## src/hdl/ldpcep_pkg.sv

```systemverilog
// Package for the erasure peeling decoder: field widths, defaults and the parity-check rows.
package ldpcep_pkg;

   // Width of the item fields on the ports
   localparam int FIELD_WIDTH = 12;

   // Largest code supported by the row table
   localparam int MAX_LENGTH = 64;
   localparam int MAX_CHECKS = 64;

   // Defaults for the top level parameters
   localparam int DEF_CODE_LENGTH = 12;
   localparam int DEF_CHECK_COUNT = 9;
   localparam int DEF_ROUNDS      = 12;

   // Parity-check rows as position masks, bit i = position i; unused rows are empty
   localparam logic [MAX_LENGTH-1:0] CHECK_ROWS [MAX_CHECKS] = '{
      0: 64'h2A1,   // positions 0 5 7 9
      1: 64'h419,   // positions 0 3 4 10
      2: 64'h152,   // positions 1 4 6 8
      3: 64'hC24,   // positions 2 5 10 11
      4: 64'h8C4,   // positions 2 6 7 11
      5: 64'h512,   // positions 1 4 8 10
      6: 64'h249,   // positions 0 3 6 9
      7: 64'h2A2,   // positions 1 5 7 9
      8: 64'h90C,   // positions 2 3 8 11
      default: 64'h0
   };

endpackage

```

## src/hdl/ldpc_erasure_peeling_decoder_top.sv

```systemverilog
// Top level of the LDPC erasure peeling decoder: one pipeline stage per decoding round.
module ldpc_erasure_peeling_decoder_top
   import ldpcep_pkg::*;
#(
   parameter int CODE_LENGTH = DEF_CODE_LENGTH,
   parameter int CHECK_COUNT = DEF_CHECK_COUNT,
   parameter int ROUNDS      = DEF_ROUNDS
) (
   input  logic                   clock,
   input  logic                   reset,
   input  logic                   start,
   output logic                   busy,
   input  logic [FIELD_WIDTH-1:0] req_received_bits,
   input  logic [FIELD_WIDTH-1:0] req_erased_mask,
   output logic                   rsp_valid,
   output logic [FIELD_WIDTH-1:0] rsp_decoded_bits,
   output logic [FIELD_WIDTH-1:0] rsp_unresolved_mask,
   output logic                   rsp_all_resolved
);

   // The decoder takes an item (received word plus erasure mask) at every clock edge where
   // start is high and busy is low; busy is high only during reset. Each round of peeling
   // is one register stage behind the entry register, so an item passes the entry register and
   // then every round register before its single result shows, and a new item may enter every cycle.
   // The result shows for exactly one cycle with rsp_valid high and must be taken then:
   // there is no way to hold it off, and nothing in the block waits on the receiver.

   localparam int EXT_WIDTH = (CODE_LENGTH > FIELD_WIDTH) ? CODE_LENGTH : FIELD_WIDTH;

   // Per-stage state: valid bit, known positions, values of known positions
   logic                   valid_ff [ROUNDS+1];
   logic [CODE_LENGTH-1:0] known_ff [ROUNDS+1];
   logic [CODE_LENGTH-1:0] value_ff [ROUNDS+1];
   logic                   valid_in [ROUNDS+1];
   logic [CODE_LENGTH-1:0] known_in [ROUNDS+1];
   logic [CODE_LENGTH-1:0] value_in [ROUNDS+1];

   // Input and output fields widened to cover both the code and the port width
   logic [EXT_WIDTH-1:0]   rx_ext;
   logic [EXT_WIDTH-1:0]   erased_ext;
   logic [EXT_WIDTH-1:0]   dec_ext;
   logic [EXT_WIDTH-1:0]   unres_ext;
   logic [CODE_LENGTH-1:0] unres_full;

   assign busy = reset;

   // Entry stage: positions above the port width are never erased and read as zero
   assign rx_ext     = EXT_WIDTH'(req_received_bits);
   assign erased_ext = EXT_WIDTH'(req_erased_mask);

   always_comb begin
      valid_in[0] = start && !busy;
      known_in[0] = ~erased_ext[CODE_LENGTH-1:0];
      value_in[0] = rx_ext[CODE_LENGTH-1:0] & ~erased_ext[CODE_LENGTH-1:0];
   end

   // One peeling round per stage
   for (genvar r = 0; r < ROUNDS; r++) begin : g_round
      logic [CODE_LENGTH-1:0] res_known;
      logic [CODE_LENGTH-1:0] res_value;
      logic [CODE_LENGTH-1:0] row;
      logic [CODE_LENGTH-1:0] ers;

      // Checks walked from high to low index so the lowest check wins a shared position
      always_comb begin
         res_known = '0;
         res_value = '0;
         row       = '0;
         ers       = '0;
         for (int c = CHECK_COUNT - 1; c >= 0; c--) begin
            row = CHECK_ROWS[c][CODE_LENGTH-1:0];
            ers = row & ~known_ff[r];
            if (ers != '0 && (ers & (ers - CODE_LENGTH'(1))) == '0) begin
               res_known = res_known | ers;
               if (^(value_ff[r] & row)) begin
                  res_value = res_value | ers;
               end else begin
                  res_value = res_value & ~ers;
               end
            end
         end
         valid_in[r+1] = valid_ff[r];
         known_in[r+1] = known_ff[r] | res_known;
         value_in[r+1] = value_ff[r] | res_value;
      end
   end

   // Stage registers: valid bits reset, payload does not
   for (genvar s = 0; s <= ROUNDS; s++) begin : g_stage
      always_ff @(posedge clock) begin
         if (reset) begin
            valid_ff[s] <= 1'b0;
         end else begin
            valid_ff[s] <= valid_in[s];
         end
         known_ff[s] <= known_in[s];
         value_ff[s] <= value_in[s];
      end
   end

   // Result formatting from the last stage
   assign unres_full = ~known_ff[ROUNDS];
   assign dec_ext    = EXT_WIDTH'(value_ff[ROUNDS] & known_ff[ROUNDS]);
   assign unres_ext  = EXT_WIDTH'(unres_full);

   assign rsp_valid           = valid_ff[ROUNDS];
   assign rsp_decoded_bits    = dec_ext[FIELD_WIDTH-1:0];
   assign rsp_unresolved_mask = unres_ext[FIELD_WIDTH-1:0];
   assign rsp_all_resolved    = (unres_full == '0);

   // An accepted item comes out at the end of the pipeline with rsp_valid high
   assert property (@(posedge clock) disable iff (reset)
      (start && !busy) |-> ##(ROUNDS+1) rsp_valid)
      else $error("accepted item did not produce a result on time");

   // Decoded ones only at resolved positions
   assert property (@(posedge clock) disable iff (reset)
      rsp_valid |-> (rsp_decoded_bits & rsp_unresolved_mask) == '0)
      else $error("decoded one at an unresolved position");

   // A position never becomes erased that was not erased on input
   assert property (@(posedge clock) disable iff (reset)
      rsp_valid |-> (rsp_unresolved_mask & ~$past(req_erased_mask, ROUNDS+1)) == '0)
      else $error("unresolved position that was not erased on input");

endmodule
```

## config.mk

```make
export PLATFORM = sky130hd
export DESIGN_NAME = ldpc_erasure_peeling_decoder_top
export DESIGN_NICKNAME = d
export VERILOG_FILES = /design/src/hdl/ldpcep_pkg.sv /design/src/hdl/ldpc_erasure_peeling_decoder_top.sv
export SDC_FILE = /design/constraint.sdc
export NUM_CORES = 1
export LEC_CHECK = 0
export ABC_AREA = 1
export BUFFER_PORTS_ARGS = -buffer_cell sky130_fd_sc_hd__buf_2
export CAP_MARGIN = 20
export CORE_MARGIN = 3
export CORE_UTILIZATION = 35
export DETAILED_ROUTE_END_ITERATION = 8
export PLACE_DENSITY = 0.56
export SYNTH_ARGS = -nofsm -noshare
export SYNTH_HDL_FRONTEND = slang
export SYNTH_SLANG_ARGS = --single-unit
```

## constraint.sdc

```tcl
create_clock -name clock -period 3.15 [get_ports clock]
set_input_delay 0.1575 -clock clock [delete_from_list [all_inputs] [get_ports clock]]
set_output_delay 0.1575 -clock clock [all_outputs]
set_load 0.05 [all_outputs]
```

======== After elaboration in Yosys (flattened, before gate mapping) ========
Memory sizes are Yosys's and may differ from the RTL's.
Cells that the tools add are included.
word-level totals
  bits of input ports ..................... 27
  bits in writable memories ............... 325
  memories ................................ 3
  register bits after elaboration ......... 0
  output and inout bits ................... 27
  logic and storage cells ................. 1431
memory list
  name      depth  bits a word  read ports  clocked after memory_dff  wr ports  RTL line                                RTL
  known_ff  13     12           13          0                         13        ldpc_erasure_peeling_decoder_top.sv:32  logic [CODE_LENGTH-1:0] known_ff [ROUNDS+1];
  value_ff  13     12           13          0                         13        ldpc_erasure_peeling_decoder_top.sv:33  logic [CODE_LENGTH-1:0] value_ff [ROUNDS+1];
  valid_ff  13     1            13          0                         13        ldpc_erasure_peeling_decoder_top.sv:31  logic valid_ff [ROUNDS+1];
operators by class
  multiplexer cells ....................... 340
  reduce and logical (&&, ||, !) cells .... 435
  bitwise gates (word level) .............. 545
  add/subtract/negate cells ............... 108
operators with widths
  cell                   number
  $mux 12                324
  $and 12x12->12         134
  $logic_not 12->1       109
  $reduce_bool 12->1     108
  $reduce_xor 12->1      108
  $or 12x10->12          72
  $or 12x12->12          72
  $or 12x11->12          48
  $not 12->12            38
  $and 10x12->12         36
  $not 10->12            36
  $sub 12x1->12 const B  36
  $sub 10x1->11 const B  36
  $and 11x12->12         24
  $not 11->12            24
  $or 12x9->12           24
  $sub 11x1->12 const B  24
  $and 9x12->12          12
  $not 9->12             12
  $sub 9x1->10 const B   12
  $logic_and 1x1->1      109
  $mux 1                 16
  $or 1x1->1             13
  $logic_not 1->1        1

======== Longest topological paths before layout ========
Gate-level depths: netlist of run 1.
An unclocked memory read counts as a cell.
  depth after elaboration ................. 32
  gate-level depth with buffers ........... 13
  mapped depth without buffers ............ 12

======== Worst setup path before layout of run 1 ========
OpenSTA, ideal clock, no wires.
  kind .................................... register to output
  start ................................... memory known_ff[1][52] (netlist name)
  end ..................................... output rsp_all_resolved
  setup slack ............................. 1.475 ns
  cell stages (with the launch flop) ...... 3
  required time ........................... 2.992 ns
  path buffers ............................ 0
  arrival time ............................ 1.517 ns
  path through ............................ dfxtp_1 nand4_1 nor3_1
RTL lines
  element             RTL line                                RTL
  start: declaration  ldpc_erasure_peeling_decoder_top.sv:32
  end: declaration    ldpc_erasure_peeling_decoder_top.sv:18  output logic rsp_all_resolved

==> run_results.csv, run 1 <==
group,metric,value,unit
run_status,run_status,"finished clean",
floorplanning,die_width,252,um
clock_network,clock_latency,560,ps
layout,num-fill-cells,6510,
timing,period_minus_slack,1690,ps
placed_design,io_buffer_count,53,
route,dr_total_vias,20300,
layout,layout-area-overhead-vs-synth,12.3,%
synthesis,post-synth-top-area-fraction,30.6,%
synthesis,yosys_warnings,0,
critical_path,crit_fanout,6,
job,cap_viol_max_count,0,
pwr,power_report.internal_total,8790,uW
pwr,clockPowerShare,34.1,%
global_route,globalRouteTotalUtil,18.5,%
clock_network,cts_post_setup_buffers_inserted,0,
route,drcViolationCount,0,
clock_network,clock_sink_total,325,
global_route,maximum_number_of_pins_on_one_net_before_global_route_repair,15,
route,first_pass_iters,5,
layout,layout.area.seq,6510,um^2
synthesis,postSynth.asyncResetShare,0,%
floorplanning,design.portCount,54,
route,drt_iter0_drc,1252,
floorplanning,dieArea,63700,um^2
layout,multi_input_comb_area,12400,um^2
clock_network,htree_levels,2,
layout,drive_above_1_share,9.56,%
clock_network,worst_setup_hold_path_clk_slew,60,ps
critical_path,critPathCaptureType,"flop",
route,drt-total-wl,59100,um
timing,achievable_freq,0.590,GHz
route,detail-route-antenna-nets,0,
critical_path,setup.worst_path.class,"reg2reg",
floorplanning,fp-row-count,89,
floorplanning,initial_core_util,35.7,%
synthesis,syn_avg_cell_area,6.00,um^2
synthesis,sequential_area_share_after_synthesis,30.6,%
pwr,static-leakage-power,0.0141,uW
synthesis,mappedNetlistArea,21300,um^2
synthesis,synth_edf_count,0,
timing,rsz0062_at_grt,"no",
global_route,antenna_found_initial,0,
placed_design,routabilityCongestion,0.926,
clock_network,tritoncts,"yes",
global_route,global_route_wire_length_before_repair,96700,um
critical_path,reg2reg_slack,1460,ps
pwr,power,13700,uW
synthesis,synth_area_leader_cell,"sky130_fd_sc_hd__dfxtp_1",
timing,fin_crit_sh,53.8,%
clock_network,cts.hold.buffers_added,27,
synthesis,synth-seq-cells,325,
worst_hold_path,hold_path_class,"in2reg",
pwr,p_comb_share,27.5,%
timing,slew_violations,0,
pwr,peakVddDrop,0.000353,V
pwr,sequentialPowerShare,38.4,%
timing,final-hold-violation-count,0,
synthesis,yosys.cell_types.count,43,
global_route,first_global_vias,19100,
floorplanning,die_height,252,um
floorplanning,design.core.area,59600,um^2
layout,final_nets,3647,
timing,final_setup_violation_count,0,
pwr,switching_share,35.9,%
critical_path,setup.worst_path.start_class,"flop",
synthesis,syn_inst,3546,
synthesis,syn-num-nets,3573,
layout,antenna_cells,0,
route,route.detailed.wl_per_inst,13.4,um
pwr,power_switching,4920,uW
clock_network,cts_inserted_buffers,40,
route,viasPerCell,4.59,
clock_network,ctsLongestPathBuffers,3,
critical_path,worstPathRequired,3580,ps
critical_path,worst_ep_arrival_time,2120,ps
timing,pin_slew_with_the_least_headroom_to_its_limit,440,ps
synthesis,synth_ff_type,"sky130_fd_sc_hd__dfxtp_1",
timing,fin_skew,27.9,ps
layout,layout.cells.most_common_list,"sky130_fd_sc_hd__nand2_1, sky130_fd_sc_hd__inv_1, sky130_fd_sc_hd__nor2_1",
timing,totalNegativeSetupSlack,0,ps
timing,slew_headroom,70.7,%
pwr,cellPowerDensity,574,nW/um^2
placed_design,hpwl,46900,um
clock_network,cts.root.buffer_cell,"sky130_fd_sc_hd__clkbuf_16",
global_route,globalRouteOverflowTotal,0,
clock_network,cts_repair_resize_count,0,
synthesis,synth.top_cells.by_area,"sky130_fd_sc_hd__dfxtp_1, sky130_fd_sc_hd__nand2_1, sky130_fd_sc_hd__inv_1, sky130_fd_sc_hd__nor2_1, sky130_fd_sc_hd__xnor2_1",
layout,layout_commonest_cell,"sky130_fd_sc_hd__nand2_1",
-- final timing paths --
check                startpoint               to  depth (start not counted)
max             known_ff[0][39]  value_ff[0][51]                          9
min          req_erased_mask[1]   known_ff[0][1]                          3
min reg2reg      valid_ff[0][5]   valid_ff[0][6]                          2
max reg2reg     known_ff[0][39]  value_ff[0][51]                          9
-- state kept, by name (all words and copies together), names as in the netlist --
register / count
valid_ff: 13
value_ff: 156
known_ff: 156
-- cells in the mapped netlist (4+ instances only) --
| master | count |
|---|---|
| sky130_fd_sc_hd__inv_1 | 498 |
| sky130_fd_sc_hd__a21oi_1 | 50 |
| sky130_fd_sc_hd__nor2_1 | 450 |
| sky130_fd_sc_hd__a21oi_2 | 6 |
| sky130_fd_sc_hd__nand3_2 | 20 |
| sky130_fd_sc_hd__clkinv_1 | 4 |
| sky130_fd_sc_hd__buf_2 | 29 |
| sky130_fd_sc_hd__inv_2 | 61 |
| sky130_fd_sc_hd__nand2_1 | 1410 |
| sky130_fd_sc_hd__nand3_1 | 125 |
| sky130_fd_sc_hd__o21ai_1 | 30 |
| sky130_fd_sc_hd__o21ai_2 | 16 |
| sky130_fd_sc_hd__o21ai_0 | 19 |
| sky130_fd_sc_hd__o21bai_1 | 7 |
| sky130_fd_sc_hd__nand2_2 | 40 |
| sky130_fd_sc_hd__nand4_1 | 129 |
| sky130_fd_sc_hd__xnor2_1 | 105 |
| sky130_fd_sc_hd__nand3b_4 | 8 |
| sky130_fd_sc_hd__nand2b_1 | 11 |
| sky130_fd_sc_hd__nand3b_1 | 9 |
| sky130_fd_sc_hd__dfxtp_1 | 325 |
| sky130_fd_sc_hd__xor2_1 | 82 |
| sky130_fd_sc_hd__nor2_2 | 45 |
| sky130_fd_sc_hd__clkbuf_2 | 16 |
| sky130_fd_sc_hd__nand4_2 | 4 |
| sky130_fd_sc_hd__a31oi_1 | 5 |
| sky130_fd_sc_hd__nor2_4 | 10 |
| sky130_fd_sc_hd__o31ai_4 | 8 |
-- logic make-up after synthesis --
group           synth area share (%)
simple gates                    45.6
buf+inv                         11.1
flops                           30.6
xor+xnor                        7.93
compound gates                  4.80
-- per-stage QoR --
| step | util (%) | worst slack, ps | instance area, um^2 | std cells | hold WS [ps] |
|---|---|---|---|---|---|
| global route | 40.1 | 1360 | 23900 | 4423 | 277 |
| finish | 40.1 | 1460 | 23900 | 4423 | 284 |
| CTS | 40.1 | 1380 | 23900 | 4423 | 235 |
| floorplan | - | 1480 | 21300 | 3546 | 214 |
| detailed placement | 37.3 | 1510 | 22300 | 4324 | 326 |
| global placement | 37.3 | 1490 | 22300 | 4324 | 323 |
-- cell type report --
| class | instances | share of cell area (%) |
|---|---|---|
| timing repair buffer | 80 | 2.24 |
| sequential | 325 | 27.2 |
| inverter | 563 | 8.85 |
| clock inverter | 21 | 0.985 |
| clock buffer | 51 | 4.70 |
| multi-input combinational | 2610 | 51.9 |
| tap | 773 | 4.05 |
-- layer usage --
| layer | wire, um | global-route usage (%) |
|---|---|---|
| met1 | 27900 | 24.7 |
| met2 | 27300 | 31.5 |
| met3 | 2270 | 2.14 |
| met4 | 1590 | 5.82 |
| met5 | 0 | 0 |
-- power groups by stage --
stage | registers, uW | logic (uW) | clock network (uW)
after floorplan | 4970 | 3240 | 0
after global placement | 5370 | 3740 | 0
after detailed placement | 5370 | 3750 | 0
after CTS | 5280 | 3800 | 4830
after global routing | 5350 | 4340 | 4960
final | 5270 | 3770 | 4670
-- critical path, stage by stage, from the launching register on --
cell	delay, ps
sky130_fd_sc_hd__dfxtp_1	460
sky130_fd_sc_hd__nand2_1	120
sky130_fd_sc_hd__inv_1	100
sky130_fd_sc_hd__nor2_2	50
sky130_fd_sc_hd__nor2_1	80
sky130_fd_sc_hd__nor2_1	70
sky130_fd_sc_hd__nand2_1	110
sky130_fd_sc_hd__nand2_1	100
sky130_fd_sc_hd__o21ai_0	350
sky130_fd_sc_hd__nand2_1	130
Note: power is estimated with default switching activity, not from simulation.
==> inputs of run 2 (changes only) <==
Settings changed: ABC_AREA 1 to 0, PLACE_DENSITY 0.56 to 0.58.
Clock period 3.15 ns to 1.5 ns, I/O delays scaled along.
==> run 2 against run 1 <==
Against the previous run:
- sequential cell count stayed put
- cell area is 40% higher
- combinational power grew to 4.4 times the previous value
- first-iteration DRC count is 9.6% lower
- hold slack worse by 77 ps
- via count is 2.5% higher
- count of clock-buffer cells in the layout is 3 lower
- global-route usage is 3.4 points higher
- the flow now finishes with violations (setup timing)
- sequential power is 110% higher
- critical path depth is 3 lower
- register-to-register slack worse by 1700 ps
==> run_results.csv, run 2 <==
group,metric,value,unit
floorplanning,fp-row-count,85,
clock_network,htree_levels,2,
synthesis,post-synth-top-area-fraction,33.4,%
critical_path,setup.worst_path.class,"reg2reg",
clock_network,cts_inserted_buffers,39,
synthesis,mappedNetlistArea,19500,um^2
global_route,globalRouteOverflowTotal,0,
synthesis,yosys-top-cells-count,"sky130_fd_sc_hd__dfxtp_1, sky130_fd_sc_hd__xnor2_1, sky130_fd_sc_hd__nand2_1, sky130_fd_sc_hd__nor2_1, sky130_fd_sc_hd__a21oi_1",
synthesis,synth_edf_count,0,
synthesis,syn_avg_cell_area,8.29,um^2
route,drcViolationCount,0,
global_route,maximum_number_of_pins_on_one_net_before_global_route_repair,15,
timing,period_minus_slack,1770,ps
layout,finalCoreUtilization,61.5,%
synthesis,postSynth.asyncResetShare,0,%
clock_network,worst_setup_hold_path_clk_slew,60,ps
placed_design,placedInstanceArea,25500,um^2
synthesis,synth_ff_type,"sky130_fd_sc_hd__dfxtp_1",
layout,layout.area.seq,7050,um^2
route,first_pass_iters,6,
critical_path,worst_ep_arrival_time,2240,ps
synthesis,sequential_area_share_after_synthesis,33.4,%
synthesis,synth_area_leader_cell,"sky130_fd_sc_hd__dfxtp_1",
route,drt-total-wl,70500,um
layout,antenna_cells,0,
global_route,globalRouteTotalUtil,21.9,%
critical_path,crit_fanout,6,
floorplanning,design.portCount,54,
route,detail-route-antenna-nets,0,
synthesis,synth.top_cells.by_area,"sky130_fd_sc_hd__dfxtp_1, sky130_fd_sc_hd__xnor2_1, sky130_fd_sc_hd__xor2_1, sky130_fd_sc_hd__a21oi_1, sky130_fd_sc_hd__nand2_1",
synthesis,syn_inst,2348,
clock_network,clock_sink_total,325,
pwr,peakVddDrop,0.00105,V
timing,slew_headroom,70.0,%
route,drt_iter0_drc,1132,
run_status,run_status,"complete, but fails checks",
clock_network,tritoncts,"yes",
route,route.detailed.wl_per_inst,17.8,um
layout,final_cell_count_no_fill,3955,
placed_design,place_inst,3649,
synthesis,yosys_warnings,0,
clock_network,clock_latency,560,ps
floorplanning,initial_core_util,35.7,%
layout,num-fill-cells,4319,
layout,drive_above_1_share,58.0,%
placed_design,routabilityCongestion,0.899,
layout,layout_commonest_cell,"sky130_fd_sc_hd__buf_4",
route,dr_total_vias,20800,
timing,fin_crit_sh,118,%
global_route,global_route_wire_length_before_repair,107000,um
timing,slew_violations,0,
route,viasPerCell,5.26,
timing,final_setup_violation_count,145,
timing,fin_skew,31.4,ps
floorplanning,die_height,242,um
pwr,static-leakage-power,0.0149,uW
floorplanning,dieArea,58500,um^2
pwr,cellPowerDensity,1130,nW/um^2
timing,pin_slew_with_the_least_headroom_to_its_limit,446,ps
synthesis,yosys.cell_types.count,81,
layout,layout-area-overhead-vs-synth,72.0,%
run_status,failed_checks,"setup timing",
critical_path,worstPathRequired,1970,ps
job,cap_viol_max_count,0,
floorplanning,design.core.area,54500,um^2
synthesis,synth-seq-cells,325,
floorplanning,die_width,242,um
timing,timing.final.ws_setup,-268,ps
clock_network,cts.root.buffer_cell,"sky130_fd_sc_hd__clkbuf_16",
critical_path,setup.worst_path.start_class,"flop",
layout,multi_input_comb_area,15800,um^2
worst_hold_path,hold_path_class,"in2reg",
placed_design,io_buffer_count,53,
layout,biggest_registers_after_layout,"known_ff (156), value_ff (156), valid_ff (13)",
layout,final_nets,3213,
synthesis,post-synth-top-count-cell,"sky130_fd_sc_hd__dfxtp_1",
global_route,antenna_found_initial,0,
synthesis,syn-num-nets,2375,
layout,layout.cells.most_common_list,"sky130_fd_sc_hd__buf_4, sky130_fd_sc_hd__buf_6, sky130_fd_sc_hd__nand2_1",
placed_design,hpwl,47700,um
timing,rsz0062_at_grt,"yes",
global_route,first_global_vias,20900,
critical_path,critPathCaptureType,"flop",
timing,achievable_freq,0.566,GHz
clock_network,ctsLongestPathBuffers,3,
timing,final-hold-violation-count,0,
layout,design_area,33500,um^2
run 2: path summary, 6_finish.rpt:
| path | slack, ps | start | to | cells after the start |
|---|---|---|---|---|
| setup / recovery | -270 | known_ff[0][18] | value_ff[0][27] | 6 |
| hold / removal | 210 | req_erased_mask[4] | known_ff[0][4] | 3 |
| setup reg to reg | -270 | known_ff[0][18] | value_ff[0][27] | 6 |
| hold reg to reg | 440 | valid_ff[1][1] | valid_ff[1][2] | 1 |
run 2: cells by family after synthesis:
logic type	Yosys count	share of synthesized area, %
AO/OA/AOI/OAI	636	21.9
XOR/XNOR	346	16.5
AND/OR/NAND/NOR	720	19.1
adder cells (fa/ha/maj)	4	0.206
buffers and inverters	262	5.93
multiplexers	55	2.96
flip-flops	325	33.4
run 2: power by group:
group,internal (uW),switching [uW]
sequential,9710,1500
clock,6390,3850
combinational,8920,7560
total,25000,12900
run 2: worst max-delay path, stage by stage, from the launching register on:
cell,delay (ps)
sky130_fd_sc_hd__dfxtp_4,370
sky130_fd_sc_hd__xnor2_2,210
sky130_fd_sc_hd__mux2i_1,160
sky130_fd_sc_hd__a21oi_2,280
sky130_fd_sc_hd__mux2_4,330
sky130_fd_sc_hd__a211oi_2,180
sky130_fd_sc_hd__or2_1,140
run 2: final cells by class:
type                    count  area share [%]
clock buffers              48            3.14
clock inverters            23            1.04
inverters                  83           0.938
multi-input cells        1761            47.2
flip-flops and latches    325            21.1
well taps                 739            2.76
repair buffers            976            23.9
run 2: routing by layer:
| metal | global-route usage, % | part of all wire (%) |
|---|---|---|
| met1 | 26.4 | 41 |
| met2 | 39.8 | 52 |
| met3 | 2.46 | 3.8 |
| met4 | 8.73 | 3.8 |
| met5 | 0 | 0 |
run 2: repair_timing:
| item | in CTS | in global routing |
|---|---|---|
| hold endpoints to repair | 37 | 0 |
| hold buffers | 27 | 0 |
| buffers inserted | 123 | 96 |
| cloned | 0 | 1 |
| resized for setup | 678 | 520 |
| setup endpoints to repair | 191 | 194 |
| pin swaps | 257 | 304 |
run 2: through the flow:
step	setup TNS [ps]	setup slack (ps)	hold slack [ps]	power [uW]
floorplan	-1230	-177	131	17900
global placement	-27910	-419	231	22700
detailed placement	-31720	-479	238	22800
CTS	-7920	-215	179	35600
global route	-22560	-335	209	39600
finish	-12320	-268	207	37900
